File: config.mk
export PLATFORM = sky130hd
export DESIGN_NAME = single_touch_to_multitouch_events
export DESIGN_NICKNAME = d
export VERILOG_FILES = /design/src/stm_pkg.sv /design/src/single_touch_to_multitouch_events.sv /design/src/stm_front.sv /design/src/stm_fifo.sv /design/src/stm_back.sv
export SDC_FILE = /design/constraint.sdc
export NUM_CORES = 1
export LEC_CHECK = 0
export BUFFER_PORTS_ARGS = -buffer_cell sky130_fd_sc_hd__buf_4
export CORE_MARGIN = 2
export CORE_UTILIZATION = 55
export DETAILED_ROUTE_END_ITERATION = 8
export PLACE_DENSITY = 0.74
export SETUP_SLACK_MARGIN = 0.2
export SYNTH_ARGS = -nofsm -noshare
export SYNTH_HDL_FRONTEND = slang
export SYNTH_SLANG_ARGS = --single-unit
export TNS_END_PERCENT = 1
File: constraint.sdc
create_clock -name clk -period 11.9 [get_ports clk]
set_input_delay 0 -clock clk [delete_from_list [all_inputs] [get_ports clk]]
set_output_delay 0 -clock clk [all_outputs]
set_load 0.01 [all_outputs]
File: src/stm_pkg.sv
// shared types and constants for the single-touch to multitouch translator
// no dependencies; imported by every module under src
`default_nettype none

package stm_pkg;

  localparam logic [15:0] KIND_SYN        = 16'h0000;
  localparam logic [15:0] KIND_KEY        = 16'h0001;
  localparam logic [15:0] KIND_ABS        = 16'h0003;
  localparam logic [15:0] CODE_SYN_REPORT = 16'h0000;
  localparam logic [15:0] CODE_TRACK_ID   = 16'h0039;
  localparam logic [15:0] CODE_POS_X      = 16'h0035;
  localparam logic [15:0] CODE_POS_Y      = 16'h0036;
  localparam logic [15:0] CODE_MAJOR      = 16'h0030;
  localparam logic [15:0] CODE_BTN_TOUCH  = 16'h014a;

  localparam logic signed [31:0] MAJOR_DOWN = 32'sd100;
  localparam logic signed [31:0] MAJOR_UP   = 32'sd0;

  localparam int FIFO_DEPTH = 4;
  localparam int FIFO_AW    = $clog2(FIFO_DEPTH);

  typedef struct packed {
    logic [31:0]        stamp_sec;
    logic [31:0]        stamp_usec;
    logic [15:0]        ev_kind;
    logic [15:0]        ev_code;
    logic signed [31:0] ev_value;
  } in_item_t;

  typedef struct packed {
    logic [31:0]        out_sec;
    logic [31:0]        out_usec;
    logic [15:0]        out_kind;
    logic [15:0]        out_code;
    logic signed [31:0] out_value;
    logic               out_last;
  } out_item_t;

  typedef struct packed {
    logic [31:0]        sec;
    logic [31:0]        usec;
    logic signed [31:0] contact_id;
    logic signed [31:0] pos_x;
    logic signed [31:0] pos_y;
    logic               down;
  } frame_t;

  typedef enum logic [2:0] {
    BEAT_ID,
    BEAT_X,
    BEAT_Y,
    BEAT_MAJOR,
    BEAT_SYN
  } beat_t;

endpackage

`default_nettype wire

File: src/single_touch_to_multitouch_events.sv
// single-touch to multitouch event translator, top level
// uses stm_pkg, stm_front, stm_fifo, stm_back
//
// input channel in_valid/in_ready/in_data carries raw events (time, type, code, value);
// output channel out_valid/out_ready/out_data carries translated events.
// abs events update tracking id (non-negative only), x and y; the touch key sets a
// pending flag. a sync report while pressed, held or released queues one frame of
// five events: tracking id, x, y, touch major (100 or 0) and a sync report marked
// with out_last. other events produce nothing.
// an input event is taken every cycle while the four-frame queue has room; the
// output port sends one event per cycle while out_ready is high, so a stream of
// reports is limited by the output side, which sends each frame as five events.
// a frame's first event is valid once the queue, then the back end, has registered it.
// when the receiver stalls, the current event holds and frames pile up in the
// queue; in_ready drops only once the queue is full. reset clears the contact
// state and empties the queue.
`default_nettype none

module single_touch_to_multitouch_events (
  input  wire logic               clk,
  input  wire logic               rst,
  input  wire logic               in_valid,
  output logic                    in_ready,
  input  wire stm_pkg::in_item_t  in_data,
  output logic                    out_valid,
  input  wire logic               out_ready,
  output stm_pkg::out_item_t      out_data
);
  import stm_pkg::*;

  frame_t wr_frame;
  frame_t rd_frame;
  logic   push;
  logic   pop;
  logic   full;
  logic   empty;

  stm_front u_front (
    .clk      (clk),
    .rst      (rst),
    .in_valid (in_valid),
    .in_ready (in_ready),
    .in_data  (in_data),
    .full     (full),
    .push     (push),
    .frame    (wr_frame)
  );

  stm_fifo u_fifo (
    .clk     (clk),
    .rst     (rst),
    .push    (push),
    .wr_data (wr_frame),
    .pop     (pop),
    .rd_data (rd_frame),
    .full    (full),
    .empty   (empty)
  );

  stm_back u_back (
    .clk       (clk),
    .rst       (rst),
    .empty     (empty),
    .rd_data   (rd_frame),
    .pop       (pop),
    .out_valid (out_valid),
    .out_ready (out_ready),
    .out_data  (out_data)
  );

endmodule

`default_nettype wire

File: src/stm_front.sv
// front end: accepts raw events, tracks contact, queues a frame per touch report
// depends on stm_pkg
`default_nettype none

module stm_front (
  input  wire logic              clk,
  input  wire logic              rst,
  input  wire logic              in_valid,
  output logic                   in_ready,
  input  wire stm_pkg::in_item_t in_data,
  input  wire logic              full,
  output logic                   push,
  output stm_pkg::frame_t        frame
);
  import stm_pkg::*;

  logic signed [31:0] contact_id;
  logic signed [31:0] pos_x;
  logic signed [31:0] pos_y;
  logic               touch_pending;
  logic               contact_down;
  logic               accept;
  logic               is_report;

  assign in_ready  = !full;
  assign accept    = in_valid && in_ready;
  assign is_report = (in_data.ev_kind == KIND_SYN) && (in_data.ev_code == CODE_SYN_REPORT);
  assign push      = accept && is_report && (touch_pending || contact_down);

  always_comb begin
    frame.sec        = in_data.stamp_sec;
    frame.usec       = in_data.stamp_usec;
    frame.contact_id = contact_id;
    frame.pos_x      = pos_x;
    frame.pos_y      = pos_y;
    frame.down       = touch_pending;
  end

  always_ff @(posedge clk) begin
    if (rst) begin
      contact_id    <= '0;
      pos_x         <= '0;
      pos_y         <= '0;
      touch_pending <= 1'b0;
      contact_down  <= 1'b0;
    end else if (accept) begin
      if (in_data.ev_kind == KIND_ABS) begin
        if (in_data.ev_code == CODE_TRACK_ID && !in_data.ev_value[31]) begin
          contact_id <= in_data.ev_value;
        end else if (in_data.ev_code == CODE_POS_X) begin
          pos_x <= in_data.ev_value;
        end else if (in_data.ev_code == CODE_POS_Y) begin
          pos_y <= in_data.ev_value;
        end
      end else if (in_data.ev_kind == KIND_KEY) begin
        if (in_data.ev_code == CODE_BTN_TOUCH) begin
          touch_pending <= (in_data.ev_value != 32'sd0);
        end
      end else if (is_report) begin
        contact_down <= touch_pending;
      end
    end
  end

endmodule

`default_nettype wire

File: src/stm_fifo.sv
// short frame queue between front and back ends
// depends on stm_pkg
`default_nettype none

module stm_fifo (
  input  wire logic            clk,
  input  wire logic            rst,
  input  wire logic            push,
  input  wire stm_pkg::frame_t wr_data,
  input  wire logic            pop,
  output stm_pkg::frame_t      rd_data,
  output logic                 full,
  output logic                 empty
);
  import stm_pkg::*;

  frame_t             slots [FIFO_DEPTH];
  logic [FIFO_AW-1:0] wr_ptr;
  logic [FIFO_AW-1:0] rd_ptr;
  logic [FIFO_AW:0]   count;

  assign full    = (count == FIFO_AW'(0) + (FIFO_AW+1)'(FIFO_DEPTH));
  assign empty   = (count == '0);
  assign rd_data = slots[rd_ptr];

  always_ff @(posedge clk) begin
    if (push) begin
      slots[wr_ptr] <= wr_data;
    end
  end

  always_ff @(posedge clk) begin
    if (rst) begin
      wr_ptr <= '0;
      rd_ptr <= '0;
      count  <= '0;
    end else begin
      if (push) begin
        wr_ptr <= wr_ptr + FIFO_AW'(1);
      end
      if (pop) begin
        rd_ptr <= rd_ptr + FIFO_AW'(1);
      end
      if (push && !pop) begin
        count <= count + (FIFO_AW+1)'(1);
      end else if (pop && !push) begin
        count <= count - (FIFO_AW+1)'(1);
      end
    end
  end

  a_no_overflow: assert property (@(posedge clk) disable iff (rst) !(push && full))
    else $error("push into full frame queue");
  a_no_underflow: assert property (@(posedge clk) disable iff (rst) !(pop && empty))
    else $error("pop from empty frame queue");
  a_count_ptrs: assert property (@(posedge clk) disable iff (rst)
    count[FIFO_AW-1:0] == FIFO_AW'(wr_ptr - rd_ptr))
    else $error("queue count out of step with pointers");

endmodule

`default_nettype wire

File: src/stm_back.sv
// back end: plays one queued frame out as five multitouch events
// depends on stm_pkg
`default_nettype none

module stm_back (
  input  wire logic            clk,
  input  wire logic            rst,
  input  wire logic            empty,
  input  wire stm_pkg::frame_t rd_data,
  output logic                 pop,
  output logic                 out_valid,
  input  wire logic            out_ready,
  output stm_pkg::out_item_t   out_data
);
  import stm_pkg::*;

  frame_t cur;
  logic   busy;
  logic   busy_next;
  beat_t  beat;
  beat_t  beat_next;
  logic   advance;
  logic   done;

  assign out_valid = busy;
  assign advance   = out_valid && out_ready;
  assign done      = !busy || (advance && beat == BEAT_SYN);
  assign pop       = done && !empty;
  assign busy_next = done ? !empty : busy;

  always_comb begin
    beat_next = beat;
    if (pop) begin
      beat_next = BEAT_ID;
    end else if (advance) begin
      unique case (beat)
        BEAT_ID:    beat_next = BEAT_X;
        BEAT_X:     beat_next = BEAT_Y;
        BEAT_Y:     beat_next = BEAT_MAJOR;
        BEAT_MAJOR: beat_next = BEAT_SYN;
        BEAT_SYN:   beat_next = BEAT_ID;
        default:    beat_next = BEAT_ID;
      endcase
    end
  end

  always_comb begin
    out_data.out_sec  = cur.sec;
    out_data.out_usec = cur.usec;
    out_data.out_last = 1'b0;
    out_data.out_kind = KIND_ABS;
    unique case (beat)
      BEAT_ID: begin
        out_data.out_code  = CODE_TRACK_ID;
        out_data.out_value = cur.contact_id;
      end
      BEAT_X: begin
        out_data.out_code  = CODE_POS_X;
        out_data.out_value = cur.pos_x;
      end
      BEAT_Y: begin
        out_data.out_code  = CODE_POS_Y;
        out_data.out_value = cur.pos_y;
      end
      BEAT_MAJOR: begin
        out_data.out_code  = CODE_MAJOR;
        out_data.out_value = cur.down ? MAJOR_DOWN : MAJOR_UP;
      end
      BEAT_SYN: begin
        out_data.out_kind  = KIND_SYN;
        out_data.out_code  = CODE_SYN_REPORT;
        out_data.out_value = 32'sd0;
        out_data.out_last  = 1'b1;
      end
      default: begin
        out_data.out_code  = CODE_SYN_REPORT;
        out_data.out_value = 32'sd0;
      end
    endcase
  end

  always_ff @(posedge clk) begin
    if (pop) begin
      cur <= rd_data;
    end
  end

  always_ff @(posedge clk) begin
    if (rst) begin
      busy <= 1'b0;
      beat <= BEAT_ID;
    end else begin
      busy <= busy_next;
      beat <= beat_next;
    end
  end

  a_frame_held: assert property (@(posedge clk) disable iff (rst)
    advance && beat != BEAT_SYN |=> out_valid && $stable(cur))
    else $error("frame changed before its sync event went out");
  a_id_then_x: assert property (@(posedge clk) disable iff (rst)
    advance && beat == BEAT_ID |=> beat == BEAT_X)
    else $error("beat order broken after tracking id");
  a_pop_when_free: assert property (@(posedge clk) disable iff (rst)
    pop |-> !busy || (out_ready && beat == BEAT_SYN))
    else $error("frame popped while another is still going out");

endmodule

`default_nettype wire

==> impl_metrics.xml <==
<?xml version="1.0" encoding="UTF-8"?>
<metrics>
  <group name="sta">
    <metric name="hold_ws" unit="ns">0.0849</metric>
    <metric name="finalWorstPathRequiredPeriod" unit="ns">5.17</metric>
    <metric name="rsz0062_at_grt" unit="">false</metric>
    <metric name="timing.clock.skew" unit="ns">0.0233</metric>
    <metric name="timing.fmax" unit="MHz">193</metric>
    <metric name="fin_crit_sh" unit="%">43.5</metric>
    <metric name="timing.slew.headroom" unit="%">18.7</metric>
    <metric name="timing.final.hold_violations" unit="">0</metric>
    <metric name="report.final.slew_viol_count" unit="">0</metric>
    <metric name="setup_viol" unit="">0</metric>
    <metric name="worst_pin_slew" unit="ns">1.22</metric>
    <metric name="fin_tns_setup" unit="ns">0</metric>
  </group>
  <group name="status">
    <metric name="status" unit="">complete, no violations</metric>
  </group>
  <group name="finish">
    <metric name="final_area" unit="mm^2">0.0406</metric>
    <metric name="syn_to_final_growth" unit="%">18.4</metric>
    <metric name="final-instance-count-excl-fill" unit="">2939</metric>
    <metric name="design.final.nets" unit="">2162</metric>
    <metric name="layout.cells.most_common" unit="">edfxtp_1</metric>
    <metric name="mostFrequentLayoutCells" unit="">edfxtp_1, buf_4, mux4_2</metric>
    <metric name="drive_above_1_share" unit="%">27.7</metric>
  </group>
  <group name="routing">
    <metric name="finalWirelength" unit="um">68400</metric>
    <metric name="detailedRoute.firstPassIterationCount" unit="">5</metric>
    <metric name="routedWlPerCell" unit="um">23.3</metric>
    <metric name="num_vias" unit="">16500</metric>
    <metric name="via_per_inst" unit="">5.61</metric>
    <metric name="drcViolationCount" unit="">0</metric>
    <metric name="drt_iter0_drc" unit="">1112</metric>
    <metric name="drt.antenna.violating_nets" unit="">0</metric>
  </group>
  <group name="floorplan">
    <metric name="die_w" unit="um">254</metric>
    <metric name="num_rows" unit="">91</metric>
    <metric name="die_y" unit="um">254</metric>
    <metric name="boundaryPins" unit="">263</metric>
    <metric name="placeableCoreArea" unit="mm^2">0.0617</metric>
    <metric name="floorplan.die_area" unit="mm^2">0.0643</metric>
    <metric name="floorplan.initialDensity" unit="%">55.5</metric>
  </group>
  <group name="logic_synthesis">
    <metric name="area_contributors_post_synth" unit="">edfxtp_1, mux4_2, dfxtp_1</metric>
    <metric name="netlist.top_cell.by_area" unit="">edfxtp_1</metric>
    <metric name="synth-seq-area-share" unit="%">76.9</metric>
    <metric name="synth-warning-count" unit="">0</metric>
    <metric name="synth_edf_count" unit="">805</metric>
    <metric name="synth_cell_type_count" unit="">45</metric>
    <metric name="synth_top_flop_cell" unit="">edfxtp_1</metric>
    <metric name="syn_area" unit="mm^2">0.0343</metric>
    <metric name="proportion_of_synthesized_flip_flops_having_asynchronous_set_or_reset" unit="%">0</metric>
    <metric name="mean_instance_size_in_the_synthesized_netlist" unit="um^2">20.1</metric>
    <metric name="number_of_storage_elements_in_the_synthesis_netlist" unit="">914</metric>
    <metric name="synth_top_area_share" unit="%">70.5</metric>
    <metric name="syn_inst_count" unit="">1702</metric>
  </group>
  <group name="power_and_ir_drop">
    <metric name="internal_power" unit="uW">6040</metric>
    <metric name="p_seq_share" unit="%">49.3</metric>
    <metric name="total_leakage_power" unit="uW">0.0148</metric>
    <metric name="netSwitchingFraction" unit="%">24.8</metric>
    <metric name="maximum_resistive_drop_on_vdd" unit="mV">0.338</metric>
    <metric name="total_switching_power" unit="uW">1990</metric>
    <metric name="pwr-share-comb" unit="%">15.2</metric>
    <metric name="clock_power_share" unit="%">35.6</metric>
    <metric name="p_per_cell_area" unit="mW/mm^2">198</metric>
  </group>
  <group name="clocking">
    <metric name="cts_inserted_buffers" unit="">89</metric>
    <metric name="clock-sinks" unit="">914</metric>
    <metric name="cts.repair.resized" unit="">0</metric>
    <metric name="h_tree_lvls" unit="">3</metric>
    <metric name="clock-root-buffer" unit="">clkbuf_16</metric>
    <metric name="cts_tree" unit="">yes</metric>
    <metric name="cts_max_path_buffers" unit="">3</metric>
    <metric name="clkSlewWorstSetupHoldPaths" unit="ns">0.06</metric>
    <metric name="clk_latency_worst_skew_pair" unit="ns">0.64</metric>
  </group>
  <group name="grt">
    <metric name="wire_length_of_the_first_global_routing_pass" unit="um">103000</metric>
    <metric name="antenna_found_initial" unit="">2</metric>
    <metric name="number_of_global_route_vias_before_repair" unit="">17500</metric>
    <metric name="grt.overflow.total" unit="">0</metric>
    <metric name="pin_count_of_the_biggest_net_entering_global_routing" unit="">166</metric>
    <metric name="track_usage" unit="%">21.5</metric>
  </group>
  <group name="critical_path">
    <metric name="required" unit="ns">12.13</metric>
    <metric name="worst-path-max-fanout" unit="">69</metric>
    <metric name="worst_r2r_path_depth" unit="">6</metric>
    <metric name="crit_type" unit="">in -&gt; reg</metric>
    <metric name="crit_path_start_kind" unit="">input pin</metric>
    <metric name="end_kind" unit="">flop</metric>
    <metric name="arrival_time_of_data_at_the_critical_path_endpoint" unit="ns">5.41</metric>
  </group>
  <group name="place">
    <metric name="hpwl" unit="um">36500</metric>
    <metric name="port_buffers" unit="">238</metric>
    <metric name="dpl-instance-area" unit="mm^2">0.0363</metric>
    <metric name="gp_congestion" unit="">0.755</metric>
    <metric name="placedCellCount" unit="">2651</metric>
  </group>
  <group name="hold_path">
    <metric name="worstHoldPathCells" unit="">5</metric>
    <metric name="min-delay-path-class" unit="">in -&gt; reg</metric>
  </group>
  <group name="run">
    <metric name="maxCapViolCount" unit="">0</metric>
  </group>
</metrics>
## layout make-up
class / instances / area, um^2
diodes: 3 / 7.51
well taps: 837 / 1050
multi-input cells: 636 / 6960
fillers: 4041 / 21100
clock inverters: 46 / 544
repair buffers: 377 / 3140
inverters: 6 / 22.5
clock buffers: 120 / 2490
flip-flops and latches: 914 / 26400
## cells in the mapped netlist (all sizes together) (5+ instances only)
cell	number
mux4	161
mux2i	128
edfxtp	805
nor3	10
nor4	15
buf	130
a21oi	36
nand4	7
inv	6
nor2	70
clkbuf	39
dfxtp	109
a211oi	6
nand2b	132
nand2	5
ha	5
## logic make-up after synthesis
kind of cell               Yosys count  synth area share (%)
AOI/OAI and AO/OA                   48                 0.767
xor gates and xnor gates             4                 0.102
adders and majority gates            6                 0.241
buffers and inverters              175                  3.13
DFF                                914                  76.9
muxes                              290                  14.3
other                                1                0.0109
and+or+nand+nor                    264                  4.50
## repair_timing
item | 4_1_cts | 5_1_grt
endpoints found under the hold margin | 359 | 0
hold buffers | 119 | 0
buffers inserted | 0 | 0
## power groups by stage
stage / clock network, uW / registers (uW) / logic (uW)
after detailed placement: 0 / 4020 / 1210
after floorplan: 0 / 4060 / 822
after CTS: 2910 / 3960 / 1240
after global routing: 3030 / 3980 / 1310
after global placement: 0 / 4020 / 1200
final: 2860 / 3960 / 1220
## path summary, 6_finish.rpt
| kind | start | end | slack [ns] |
|---|---|---|---|
| max | in_data[46] | u_fifo.slots[1][117] | 6.73 |
| max reg2reg | u_fifo.count[0] | u_fifo.slots[1][117] | 7.50 |
| min | in_data[61] | u_fifo.wr_ptr[0] | 0.08 |
| min reg2reg | u_front.contact_down | u_front.contact_down | 0.49 |
## registers in the layout, indices dropped and copies added (netlist names)
register / count
u_front.contact_down: 1
u_front.pos_x: 32
u_fifo.rd_ptr: 2
u_back.out_valid: 1
u_back.out_data: 64
u_front.pos_y: 32
u_fifo.count: 3
u_back.beat: 3
u_front.touch_pending: 1
u_front.contact_id: 32
u_back.cur: 97
u_fifo.wr_ptr: 2
u_fifo.slots: 644
## metrics by stage
step | total power [uW] | util [%] | worst slack (ns)
2_1_floorplan | 4880 | - | 1.73
3_3_place_gp | 5220 | 58.9 | 7.46
3_5_place_dp | 5230 | 58.9 | 7.35
4_1_cts | 8110 | 65.7 | 6.75
5_1_grt | 8320 | 65.8 | 6.40
6_report | 8030 | 65.8 | 6.73
## metal layers
| layer | GRT usage [%] | up-vias | part of all wire (%) |
|---|---|---|---|
| met5 | 0 | - | 0 |
| met4 | 5.65 | 0 | 1.5 |
| met3 | 3.69 | 74 | 6.3 |
| met2 | 36.2 | 567 | 50 |
| met1 | 29.4 | 8604 | 42 |
| li1 | - | 7251 | - |
## worst max-delay path, cell delays in order
cell           delay, ns
dlygate4sd3_1       0.55
buf_4               0.15
nor4_1              0.44
dlygate4sd3_1       0.63
nand4_1             0.07
dlygate4sd3_1       0.63
nor4_4              0.50
and2_4              0.61
buf_4               0.80
buf_4               0.91
Power figures use the tool's default switching activity.
